===== src/hw/rtl/ple_pkg.sv =====
// Package for the positional list engine: sizes, operation codes, the
// structs that pass between the sequencer and the step unit, value helpers.
// Used by every module of the block.
`timescale 1ns / 1ps

package ple_pkg;

    localparam int CAPACITY    = 16;
    localparam int VALUE_WIDTH = 32;

    // fixed port field widths
    localparam int FUNC_W  = 3;
    localparam int DATA_W  = 32;
    localparam int POS_W   = 5;
    localparam int RCNT_W  = 5;

    localparam int IDX_W   = (CAPACITY > 1) ? $clog2(CAPACITY) : 1;
    localparam int CNT_W   = $clog2(CAPACITY + 1);
    localparam int CMP_W   = (CNT_W > POS_W) ? CNT_W : POS_W;

    localparam int IN_TDATA_W  = ((DATA_W + POS_W + 7) / 8) * 8;
    localparam int OUT_TDATA_W = ((DATA_W + RCNT_W + 7) / 8) * 8;

    typedef enum logic [FUNC_W-1:0] {
        OP_INSERT = 3'd0,
        OP_FIND   = 3'd1,
        OP_GET    = 3'd2,
        OP_FIRST  = 3'd3,
        OP_LAST   = 3'd4,
        OP_SIZE   = 3'd5
    } t_op;

    typedef struct packed {
        logic [IDX_W-1:0]       idx;
        logic [IDX_W-1:0]       stop;
        logic [VALUE_WIDTH-1:0] key;
        logic [VALUE_WIDTH-1:0] data;
    } t_step_in;

    typedef struct packed {
        logic                   match;
        logic [CNT_W-1:0]       idx_inc;
        logic [IDX_W-1:0]       idx_dec;
        logic                   at_stop;
        logic                   dec_at_stop;
    } t_step_out;

    // sign-extend the port value, keep the stored width
    function automatic logic [VALUE_WIDTH-1:0] to_store(input logic [DATA_W-1:0] v);
        logic signed [63:0] wide;
        wide = 64'(signed'(v));
        return wide[VALUE_WIDTH-1:0];
    endfunction

    // sign-extend a stored entry, keep the port width
    function automatic logic [DATA_W-1:0] to_port(input logic [VALUE_WIDTH-1:0] v);
        logic signed [63:0] wide;
        wide = 64'(signed'(v));
        return wide[DATA_W-1:0];
    endfunction

endpackage


===== src/hw/rtl/ple_step.sv =====
// Shared step unit of the positional list engine: value compare, index
// increment and decrement, and end-of-walk detection.
// Depends on ple_pkg.
`timescale 1ns / 1ps

module ple_step
    import ple_pkg::*;
(
    input  t_step_in  i_step,
    output t_step_out o_step
);

    logic [IDX_W-1:0] dec;

    assign dec                 = i_step.idx - IDX_W'(1);
    assign o_step.match        = (i_step.key == i_step.data);
    assign o_step.idx_inc      = CNT_W'(i_step.idx) + CNT_W'(1);
    assign o_step.idx_dec      = dec;
    assign o_step.at_stop      = (i_step.idx == i_step.stop);
    assign o_step.dec_at_stop  = (dec == i_step.stop);

endmodule


===== src/hw/rtl/positional_list_engine.sv =====
// Top level of the positional list engine: command sequencer, entry memory
// and result register. Depends on ple_pkg and ple_step.
`timescale 1ns / 1ps

// Usage
//   Commands arrive on the s_axis channel, one word per command: func in
//   tuser, value and position in tdata. Each command yields exactly one
//   result word on m_axis: result_value and result_count in tdata, the
//   error flag in tuser.
//   One command is worked at a time; s_axis_tready is high only while the
//   sequencer is idle and out of reset. All entry traffic goes through one
//   single-port-read memory and one shared step unit. An insert moves each
//   entry from the position upward back one place, then writes the value;
//   find compares entries from the head until a match or the last entry;
//   get/first/last read one entry; size and a failed check read none.
//   Each moved or compared entry takes a memory read followed by a write
//   or a compare.
//   The result sits in an output register; the next command is accepted
//   while it waits. If the receiver stalls, a finished result holds in the
//   sequencer until the output register frees.
//   Reset empties the list (count to zero) and drops any pending result.
//   Entry contents are not cleared; no entry is read before it is written.

module positional_list_engine
    import ple_pkg::*;
(
    input  logic                   i_clk,
    input  logic                   i_rst_n,
    input  logic                   s_axis_tvalid,
    output logic                   s_axis_tready,
    // [31:0] value, [36:32] position, [39:37] zero
    input  logic [IN_TDATA_W-1:0]  s_axis_tdata,
    // [2:0] func
    input  logic [FUNC_W-1:0]      s_axis_tuser,
    output logic                   m_axis_tvalid,
    input  logic                   m_axis_tready,
    // [31:0] result_value, [36:32] result_count, [39:37] zero
    output logic [OUT_TDATA_W-1:0] m_axis_tdata,
    // [0] error
    output logic [0:0]             m_axis_tuser
);

    typedef enum logic [3:0] {
        S_IDLE,
        S_SHIFT_RD,
        S_SHIFT_WR,
        S_INS_WR,
        S_SCAN_RD,
        S_SCAN_CMP,
        S_GET_RD,
        S_GET_DATA,
        S_DONE
    } t_state;

    t_state                 r_state, n_state;
    logic [CNT_W-1:0]       r_count, n_count;
    logic [IDX_W-1:0]       r_idx, n_idx;
    logic [IDX_W-1:0]       r_pos, n_pos;
    logic [VALUE_WIDTH-1:0] r_value, n_value;
    logic [DATA_W-1:0]      r_res_value, n_res_value;
    logic [RCNT_W-1:0]      r_res_count, n_res_count;
    logic                   r_res_err, n_res_err;
    logic                   r_out_valid, n_out_valid;
    logic [DATA_W-1:0]      r_out_value, n_out_value;
    logic [RCNT_W-1:0]      r_out_count, n_out_count;
    logic                   r_out_err, n_out_err;

    logic [VALUE_WIDTH-1:0] r_mem [CAPACITY];
    logic [VALUE_WIDTH-1:0] r_rd_data;
    logic                   mem_we;
    logic [IDX_W-1:0]       mem_wa;
    logic [VALUE_WIDTH-1:0] mem_wd;
    logic [IDX_W-1:0]       mem_ra;

    t_step_in               step_in;
    t_step_out              step_out;

    logic [DATA_W-1:0]      in_value;
    logic [POS_W-1:0]       in_pos;
    logic [CMP_W-1:0]       pos_ext;
    logic [CMP_W-1:0]       cnt_ext;
    logic [IDX_W-1:0]       last_idx;
    logic                   out_free;

    assign in_value = s_axis_tdata[DATA_W-1:0];
    assign in_pos   = s_axis_tdata[DATA_W+POS_W-1:DATA_W];
    assign pos_ext  = CMP_W'(in_pos);
    assign cnt_ext  = CMP_W'(r_count);
    assign last_idx = IDX_W'(r_count - CNT_W'(1));
    assign out_free = !r_out_valid || m_axis_tready;

    assign step_in.idx  = r_idx;
    assign step_in.stop = (r_state == S_SCAN_CMP) ? last_idx : r_pos;
    assign step_in.key  = r_value;
    assign step_in.data = r_rd_data;

    ple_step u_step (
        .i_step (step_in),
        .o_step (step_out)
    );

    always_comb begin
        n_state     = r_state;
        n_count     = r_count;
        n_idx       = r_idx;
        n_pos       = r_pos;
        n_value     = r_value;
        n_res_value = r_res_value;
        n_res_count = r_res_count;
        n_res_err   = r_res_err;
        n_out_valid = r_out_valid;
        n_out_value = r_out_value;
        n_out_count = r_out_count;
        n_out_err   = r_out_err;
        mem_we      = 1'b0;
        mem_wa      = r_idx;
        mem_wd      = r_rd_data;
        mem_ra      = r_idx;

        if (r_out_valid && m_axis_tready) begin
            n_out_valid = 1'b0;
        end

        unique case (r_state)
            S_IDLE: begin
                if (s_axis_tvalid) begin
                    n_value     = to_store(in_value);
                    n_pos       = IDX_W'(in_pos);
                    n_res_value = '0;
                    n_res_count = '0;
                    n_res_err   = 1'b0;
                    n_state     = S_DONE;
                    unique case (s_axis_tuser)
                        OP_INSERT: begin
                            if (r_count >= CNT_W'(CAPACITY) || pos_ext > cnt_ext) begin
                                n_res_err = 1'b1;
                            end else if (pos_ext == cnt_ext) begin
                                n_idx   = IDX_W'(in_pos);
                                n_state = S_INS_WR;
                            end else begin
                                n_idx   = IDX_W'(r_count);
                                n_state = S_SHIFT_RD;
                            end
                        end
                        OP_FIND: begin
                            if (r_count == '0) begin
                                n_res_err = 1'b1;
                            end else begin
                                n_idx   = '0;
                                n_state = S_SCAN_RD;
                            end
                        end
                        OP_GET: begin
                            if (pos_ext < cnt_ext) begin
                                n_idx   = IDX_W'(in_pos);
                                n_state = S_GET_RD;
                            end else begin
                                n_res_err = 1'b1;
                            end
                        end
                        OP_FIRST: begin
                            if (r_count == '0) begin
                                n_res_err = 1'b1;
                            end else begin
                                n_idx   = '0;
                                n_state = S_GET_RD;
                            end
                        end
                        OP_LAST: begin
                            if (r_count == '0) begin
                                n_res_err = 1'b1;
                            end else begin
                                n_idx   = last_idx;
                                n_state = S_GET_RD;
                            end
                        end
                        OP_SIZE: begin
                            n_res_count = RCNT_W'(r_count);
                        end
                        default: begin
                            n_res_err = 1'b1;
                        end
                    endcase
                end
            end
            S_SHIFT_RD: begin
                mem_ra  = step_out.idx_dec;
                n_state = S_SHIFT_WR;
            end
            S_SHIFT_WR: begin
                // move the entry below back one place
                mem_we = 1'b1;
                mem_wa = r_idx;
                mem_wd = r_rd_data;
                n_idx  = step_out.idx_dec;
                n_state = step_out.dec_at_stop ? S_INS_WR : S_SHIFT_RD;
            end
            S_INS_WR: begin
                mem_we  = 1'b1;
                mem_wa  = r_idx;
                mem_wd  = r_value;
                n_count = r_count + CNT_W'(1);
                n_state = S_DONE;
            end
            S_SCAN_RD: begin
                mem_ra  = r_idx;
                n_state = S_SCAN_CMP;
            end
            S_SCAN_CMP: begin
                priority if (step_out.match) begin
                    n_res_count = RCNT_W'(step_out.idx_inc);
                    n_state     = S_DONE;
                end else if (step_out.at_stop) begin
                    n_res_err = 1'b1;
                    n_state   = S_DONE;
                end else begin
                    n_idx   = step_out.idx_inc[IDX_W-1:0];
                    n_state = S_SCAN_RD;
                end
            end
            S_GET_RD: begin
                mem_ra  = r_idx;
                n_state = S_GET_DATA;
            end
            S_GET_DATA: begin
                n_res_value = to_port(r_rd_data);
                n_state     = S_DONE;
            end
            S_DONE: begin
                // hold the result until the output register frees
                if (out_free) begin
                    n_out_valid = 1'b1;
                    n_out_value = r_res_value;
                    n_out_count = r_res_count;
                    n_out_err   = r_res_err;
                    n_state     = S_IDLE;
                end
            end
            default: begin
                n_state = S_IDLE;
            end
        endcase
    end

    always_ff @(posedge i_clk) begin
        if (!i_rst_n) begin
            r_state     <= S_IDLE;
            r_count     <= '0;
            r_out_valid <= 1'b0;
        end else begin
            r_state     <= n_state;
            r_count     <= n_count;
            r_out_valid <= n_out_valid;
        end
        r_idx       <= n_idx;
        r_pos       <= n_pos;
        r_value     <= n_value;
        r_res_value <= n_res_value;
        r_res_count <= n_res_count;
        r_res_err   <= n_res_err;
        r_out_value <= n_out_value;
        r_out_count <= n_out_count;
        r_out_err   <= n_out_err;
    end

    always_ff @(posedge i_clk) begin
        if (mem_we) begin
            r_mem[mem_wa] <= mem_wd;
        end
        r_rd_data <= r_mem[mem_ra];
    end

    assign s_axis_tready   = (r_state == S_IDLE) && i_rst_n;
    assign m_axis_tvalid   = r_out_valid;
    assign m_axis_tdata    = OUT_TDATA_W'({r_out_count, r_out_value});
    assign m_axis_tuser[0] = r_out_err;

    a_count_bound: assert property (@(posedge i_clk) disable iff (!i_rst_n)
        r_count <= CNT_W'(CAPACITY))
        else $error("entry count above capacity");

    a_count_step: assert property (@(posedge i_clk) disable iff (!i_rst_n)
        ($past(i_rst_n) && r_count != $past(r_count)) |->
            ($past(r_state) == S_INS_WR && r_count == $past(r_count) + CNT_W'(1)))
        else $error("entry count changed outside an insert write");

    a_err_zero: assert property (@(posedge i_clk) disable iff (!i_rst_n)
        (m_axis_tvalid && m_axis_tuser[0]) |-> (m_axis_tdata == '0))
        else $error("failed command carries nonzero result fields");

endmodule


===== config.mk =====
export PLATFORM = sky130hd
export DESIGN_NAME = positional_list_engine
export DESIGN_NICKNAME = d
export VERILOG_FILES = /design/src/hw/rtl/ple_pkg.sv /design/src/hw/rtl/ple_step.sv /design/src/hw/rtl/positional_list_engine.sv
export SDC_FILE = /design/constraint.sdc
export NUM_CORES = 1
export LEC_CHECK = 0
export ABC_AREA = 1
export BUFFER_PORTS_ARGS = -buffer_cell sky130_fd_sc_hd__buf_2
export CAP_MARGIN = 25
export CORE_AREA = 2 2 223 225
export DETAILED_ROUTE_END_ITERATION = 8
export DIE_AREA = 0 0 225 227
export PLACE_DENSITY = 0.72
export SLEW_MARGIN = 20
export SYNTH_ARGS = -nofsm -noshare
export SYNTH_HDL_FRONTEND = slang
export SYNTH_SLANG_ARGS = --single-unit

===== constraint.sdc =====
create_clock -name i_clk -period 7.1 [get_ports i_clk]
set_clock_uncertainty 0.05 [all_clocks]
set_input_delay 1.42 -clock i_clk [delete_from_list [all_inputs] [get_ports i_clk]]
set_output_delay 1.42 -clock i_clk [all_outputs]
set_load 0.02 [all_outputs]

=== Word level (Yosys, flattened, before mapping) ===
Memories as Yosys holds them, arrays and structs flattened. A register that Yosys moved wholly into a read port is not among the register bits.
Cells that the tools add are included.

* Register bits after elaboration: 126
* Logic and storage cells: 116
* Output and inout bits: 43
* Memory bits (writable): 512
* Input bits: 47
* Memories: 1

* Equality and inequality tests: 28
* Reduce and logical (&&, ||, !) cells: 23
* $add $sub $neg: 4
* Magnitude comparators: 3
* Multiplexer cells: 45

{| class="wikitable"
|+ Memories
! memory !! words !! bits a word !! read ports !! clocked after Yosys merged registers in !! write ports !! line !! source
|-
| r_mem || 16 || 32 || 1 || 1 || 1 || positional_list_engine.sv:68 || <nowiki>logic [VALUE_WIDTH-1:0] r_mem [CAPACITY];</nowiki>
|}

{| class="wikitable"
|+ Operators by type and width
! operator !! count
|-
| 2-to-1 mux 4 bit || 18
|-
| 2-to-1 mux 32 bit || 2
|-
| one-hot mux 32 bit (2 select lines) || 1
|-
| == test 32 bit || 1
|-
| one-hot mux 4 bit (4 select lines) || 2
|-
| one-hot mux 4 bit (8 select lines) || 1
|-
| == test 4 x 3 -> 1 bit (second input constant) || 4
|-
| 2-to-1 mux 5 bit || 3
|-
| 2-to-1 mux 1 bit || 12
|-
| inequality test 2 bit (second input constant) || 6
|-
| inequality test 3 bit (second input constant) || 4
|-
| one-hot mux 4 bit (3 select lines) || 1
|-
| one-hot mux 5 bit (2 select lines) || 1
|-
| AND reduction 9 bit || 1
|-
| == test 4 x 2 -> 1 bit (second input constant) || 2
|-
| == test 4 bit || 2
|-
| AND reduction 2 bit || 4
|-
| OR reduction 2 bit || 4
|-
| subtractor 4 x 1 -> 4 bit (second input constant) || 2
|-
| == test 3 x 2 -> 1 bit (second input constant) || 2
|-
| == test 3 bit (second input constant) || 2
|-
| adder 4 x 1 -> 5 bit (second input constant) || 1
|-
| adder 5 x 1 -> 5 bit (second input constant) || 1
|-
| == test 5 bit || 1
|-
| 21 further kinds || 25
|}

=== Logic depth before layout (Yosys ltp) ===
* Depth in word-level cells: 6
* Depth in mapped cells: 13
* Mapped depth without buffers: 13

=== Cells and area by module ===
From an unflattened synthesis, not the netlist that was laid out.

* Cells, all modules: 2168
* Area, all modules: 27183.6 um^2

{| class="wikitable"
|+ Modules (own cells, without submodules)
! module !! area each (um^2) !! sequential area each (um^2) !! cells each !! instances
|-
| positional_list_engine || 26332.8 || 19698.9 || 1972 || 1
|-
| ple_step || 850.8 || 0.0 || 196 || 1
|}

=== Worst setup path before layout ===
No wires, ideal clock.

* Path type: input-to-reg
* Start point: input m_axis_tready
* End point: register r_out_err (netlist: m_axis_tuser), enable pin
* Setup time: 528 ps
* Cell stages on the path: 2
* Data required time: 6522 ps
* Buffers on the path: 0
* Data arrival time: 5123 ps
* Slack: 1399 ps
* Cells stage by stage: nor2_1 -> nor4_1

* Word-level cells in the longest chain between the ends: 2

{| class="wikitable"
|+ RTL lines
! item !! line !! source
|-
| start: declaration || positional_list_engine.sv:36 || <nowiki>input logic m_axis_tready,</nowiki>
|-
| logical OR 1 bit || positional_list_engine.sv:90 || <nowiki>assign out_free = !r_out_valid || m_axis_tready;</nowiki>
|-
| AND reduction 2 bit (no source line) || n/a ||
|-
| end signal: assignment || positional_list_engine.sv:263 || <nowiki>r_out_err <= n_out_err;</nowiki>
|-
| end: declaration || positional_list_engine.sv:66 || <nowiki>logic r_out_err, n_out_err;</nowiki>
|}

No other way between the ends.
A chain may end at the register's enable or synchronous reset.

=== Worst setup path after layout ===
* Start point: register r_idx[0] (netlist: mem_wa[0])
* End point: register r_rd_data[6] (read register of r_mem)

* Word-level cells in the longest chain between the ends: 2

{| class="wikitable"
|+ RTL lines
! item !! line !! source
|-
| start: declaration || positional_list_engine.sv:57 || <nowiki>logic [IDX_W-1:0] r_idx, n_idx;</nowiki>
|-
| start signal: assignment || positional_list_engine.sv:255 || <nowiki>r_idx <= n_idx;</nowiki>
|-
| subtractor 4 x 1 -> 4 bit || ple_step.sv:15 || <nowiki>assign dec = i_step.idx - IDX_W'(1);</nowiki>
|-
| 2-to-1 mux 4 bit (*) || positional_list_engine.sv:124 || <nowiki>unique case (r_state)</nowiki>
|-
| end: declaration || positional_list_engine.sv:69 || <nowiki>logic [VALUE_WIDTH-1:0] r_rd_data;</nowiki>
|}

Every way passes the cells marked *; elsewhere a longest branch is shown, timed or not.

==> results.ini <==
[placed_design]
place.gp.congestion = 0.8895
io_buffers = 83
place_ws_ns = 3.209
dp_hpwl_um = 31410

[global_routing]
gr-total-overflow = 0
grt_pass1_wl_um = 92120
grt_start_max_net_pins = 153
grt_pass1_vias = 15900
globalRouteTotalUtil = 0.2404
antenna_found_initial = 0

[floorplan]
chipHeight_um = 227
core-area_sq_um = 48550
rows = 81
io_pins = 90
start_util = 0.5446
dieArea_sq_um = 51080
die_w_um = 225

[clock_network]
htreeDepth = 3
cts_setup_buffers = 0
cts_buffers = 67
hold_buffers = 0
clock-sinks = 670
clock_path_buffers = 3
cts_tree = built
insertion_delay_ns = 0.58
path_clk_slew_ns = 0.06
ctsResizeCount = 0
clockRootBuffer = clkbuf_16

[sta]
hold_slack_ns = 0.3673
tightest_slew_ns = 1.015
hold_viol = 0
finalWorstSetupSlack_ns = 3.132
clock.fmax_mhz = 252.0
fin_crit_ns = 3.968
slew_viol_final = 0
rsz0062_at_grt = false
relSlewSlack = 0.3230
setup-violations-final = 0
fin_setup_tns_ns = 0
min_period_over_period = 0.5589

[drt]
viasPerCell = 6.024
drt_wl_total_um = 61130
firstDrtPassIters = 7
wl_per_cell_um = 22.08
drc = 0
vias = 16670
drtIter0Drc = 1991
ant_nets = 0

[finish]
fin_util = 0.6128
post_route_cells_drive_above_1_share = 0.1249
layout_common_cells = edfxtp_1, nor2_1, o21ai_0
fillers = 3472
nets = 2155
syn_to_final_growth_pct = 12.52
final_common_cell = edfxtp_1
n_antenna_cell = 0

[power_and_ir_drop]
pwr-share-seq = 0.520
ir_drop_mv = 0.1659
comb_power_share = 0.093
p_per_area_nw_per_um2 = 298.5
p_leak_uw = 0.01004
internal_power_uw = 6801
switching_share = 0.2340
p_clk_frac = 0.387
p_switching_uw = 2077

[yosys]
netlist_instances = 2006
ys_seq_area_frac = 0.7451
avgSynthCellArea_sq_um = 13.18
synth.top_cells.by_area = edfxtp_1, o21ai_0, nor2_1
synth_cell_type_count = 39
synth_top_area_frac = 0.7133
yosys_warnings = 0
yosysTopAreaCell = edfxtp_1
synth_area_sq_um = 26440
ys_ff_latch = 670

[run]
max-cap-violations = 0

[run_status]
status = complete, no violations

[setup_path]
cp-start-kind = register
path_max_fanout = 152
crit_required_ns = 7.57
crit_arrival_ns = 4.43
endpoint_kind = register
worstSetupPathType = register to register

[worst_hold_path]
hold_class = register to register

==> flip-flops by register name, summed over array words and instances (netlist names) <==
name and flops:
cnt_ext 5, m_axis_tuser 1, m_axis_tvalid 1, mem_wa 4, r_mem 512, r_out_count 5, r_out_value 32, r_pos 4
r_rd_data 32, r_res_count 5, r_res_err 1, r_res_value 32, r_state 4, r_value 32
==> worst paths after layout <==
kind	to	start	cells past startpoint	slack, ns
setup reg to reg	r_rd_data[6]	mem_wa[0]	9	3.13
hold / removal	r_out_value[12]	r_res_value[12]	0	0.37
setup / recovery	r_rd_data[6]	mem_wa[0]	9	3.13
hold reg to reg	r_out_value[12]	r_res_value[12]	0	0.37
==> layer usage <==
layer  up-vias  share of wire  global-route usage
met3       134          0.088             0.04027
met5         -              0                   0
met1      8173           0.41              0.3332
met4         0          0.027             0.08716
li1       7585              -                   -
met2       782           0.48              0.3884
==> synth_stat cells (all sizes together) <==
cell	instances
nand3	48
a21oi	19
a41oi	1
xor2	4
nor2	343
o221ai	93
xnor2	26
nor3	8
clkinv	2
nor4	2
nand4	10
a22oi	1
or2	3
o211ai	40
o22ai	38
inv	82
o21ai	310
conb	1
a31oi	1
edfxtp	628
dfxtp	42
a211oi	1
ha	12
buf	63
clkbuf	55
nand2	173
==> worst max-delay path, cell delays in order (launching register included) <==
cell      delay (ns)
edfxtp_1        0.52
inv_1           0.25
nand2_2         0.18
nand2_8         0.46
inv_6           0.97
buf_4           0.68
o21ai_0         0.18
o221ai_1        0.24
nand3_1         0.13
nand2_1         0.11
==> stage by stage <==
step,std cells,total power [uW],area [sq um]
finish,2768,8878,29750
global route,2768,9164,29750
CTS,2766,8914,29710
detailed placement,2647,5509,27590
global placement,2647,5470,27590
floorplan,2008,5236,26450
==> area by class of cell <==
class / instances / area [sq um] / area share
Inverter: 84 / 320.3 / 0.01077
Tap cell: 622 / 778.2 / 0.02616
Multi-Input combinational cell: 1136 / 5982 / 0.2011
Clock buffer: 88 / 1838 / 0.06179
Clock inverter: 31 / 289.0 / 0.009716
Sequential cell: 670 / 19700 / 0.6622
Timing Repair Buffer: 137 / 840.8 / 0.02826
==> power by group through the flow <==
stage | clock, uW | sequential (uW) | combinational (uW)
2_1_floorplan | 0 | 4710 | 525
3_3_place_gp | 0 | 4700 | 774
3_5_place_dp | 0 | 4700 | 811
4_1_cts | 3480 | 4620 | 817
5_1_grt | 3630 | 4620 | 911
6_report | 3440 | 4620 | 823
==> cell families after synthesis <==
logic type      Yosys count  synth area share
other cells               1         0.0001418
xor+xnor                 30          0.009938
buf+inv                 202           0.03512
compound gates          504            0.1156
fa+ha+maj                12          0.005679
simple gates            587           0.08845
flops                   670            0.7451
(Power assumes the default switching activity.)
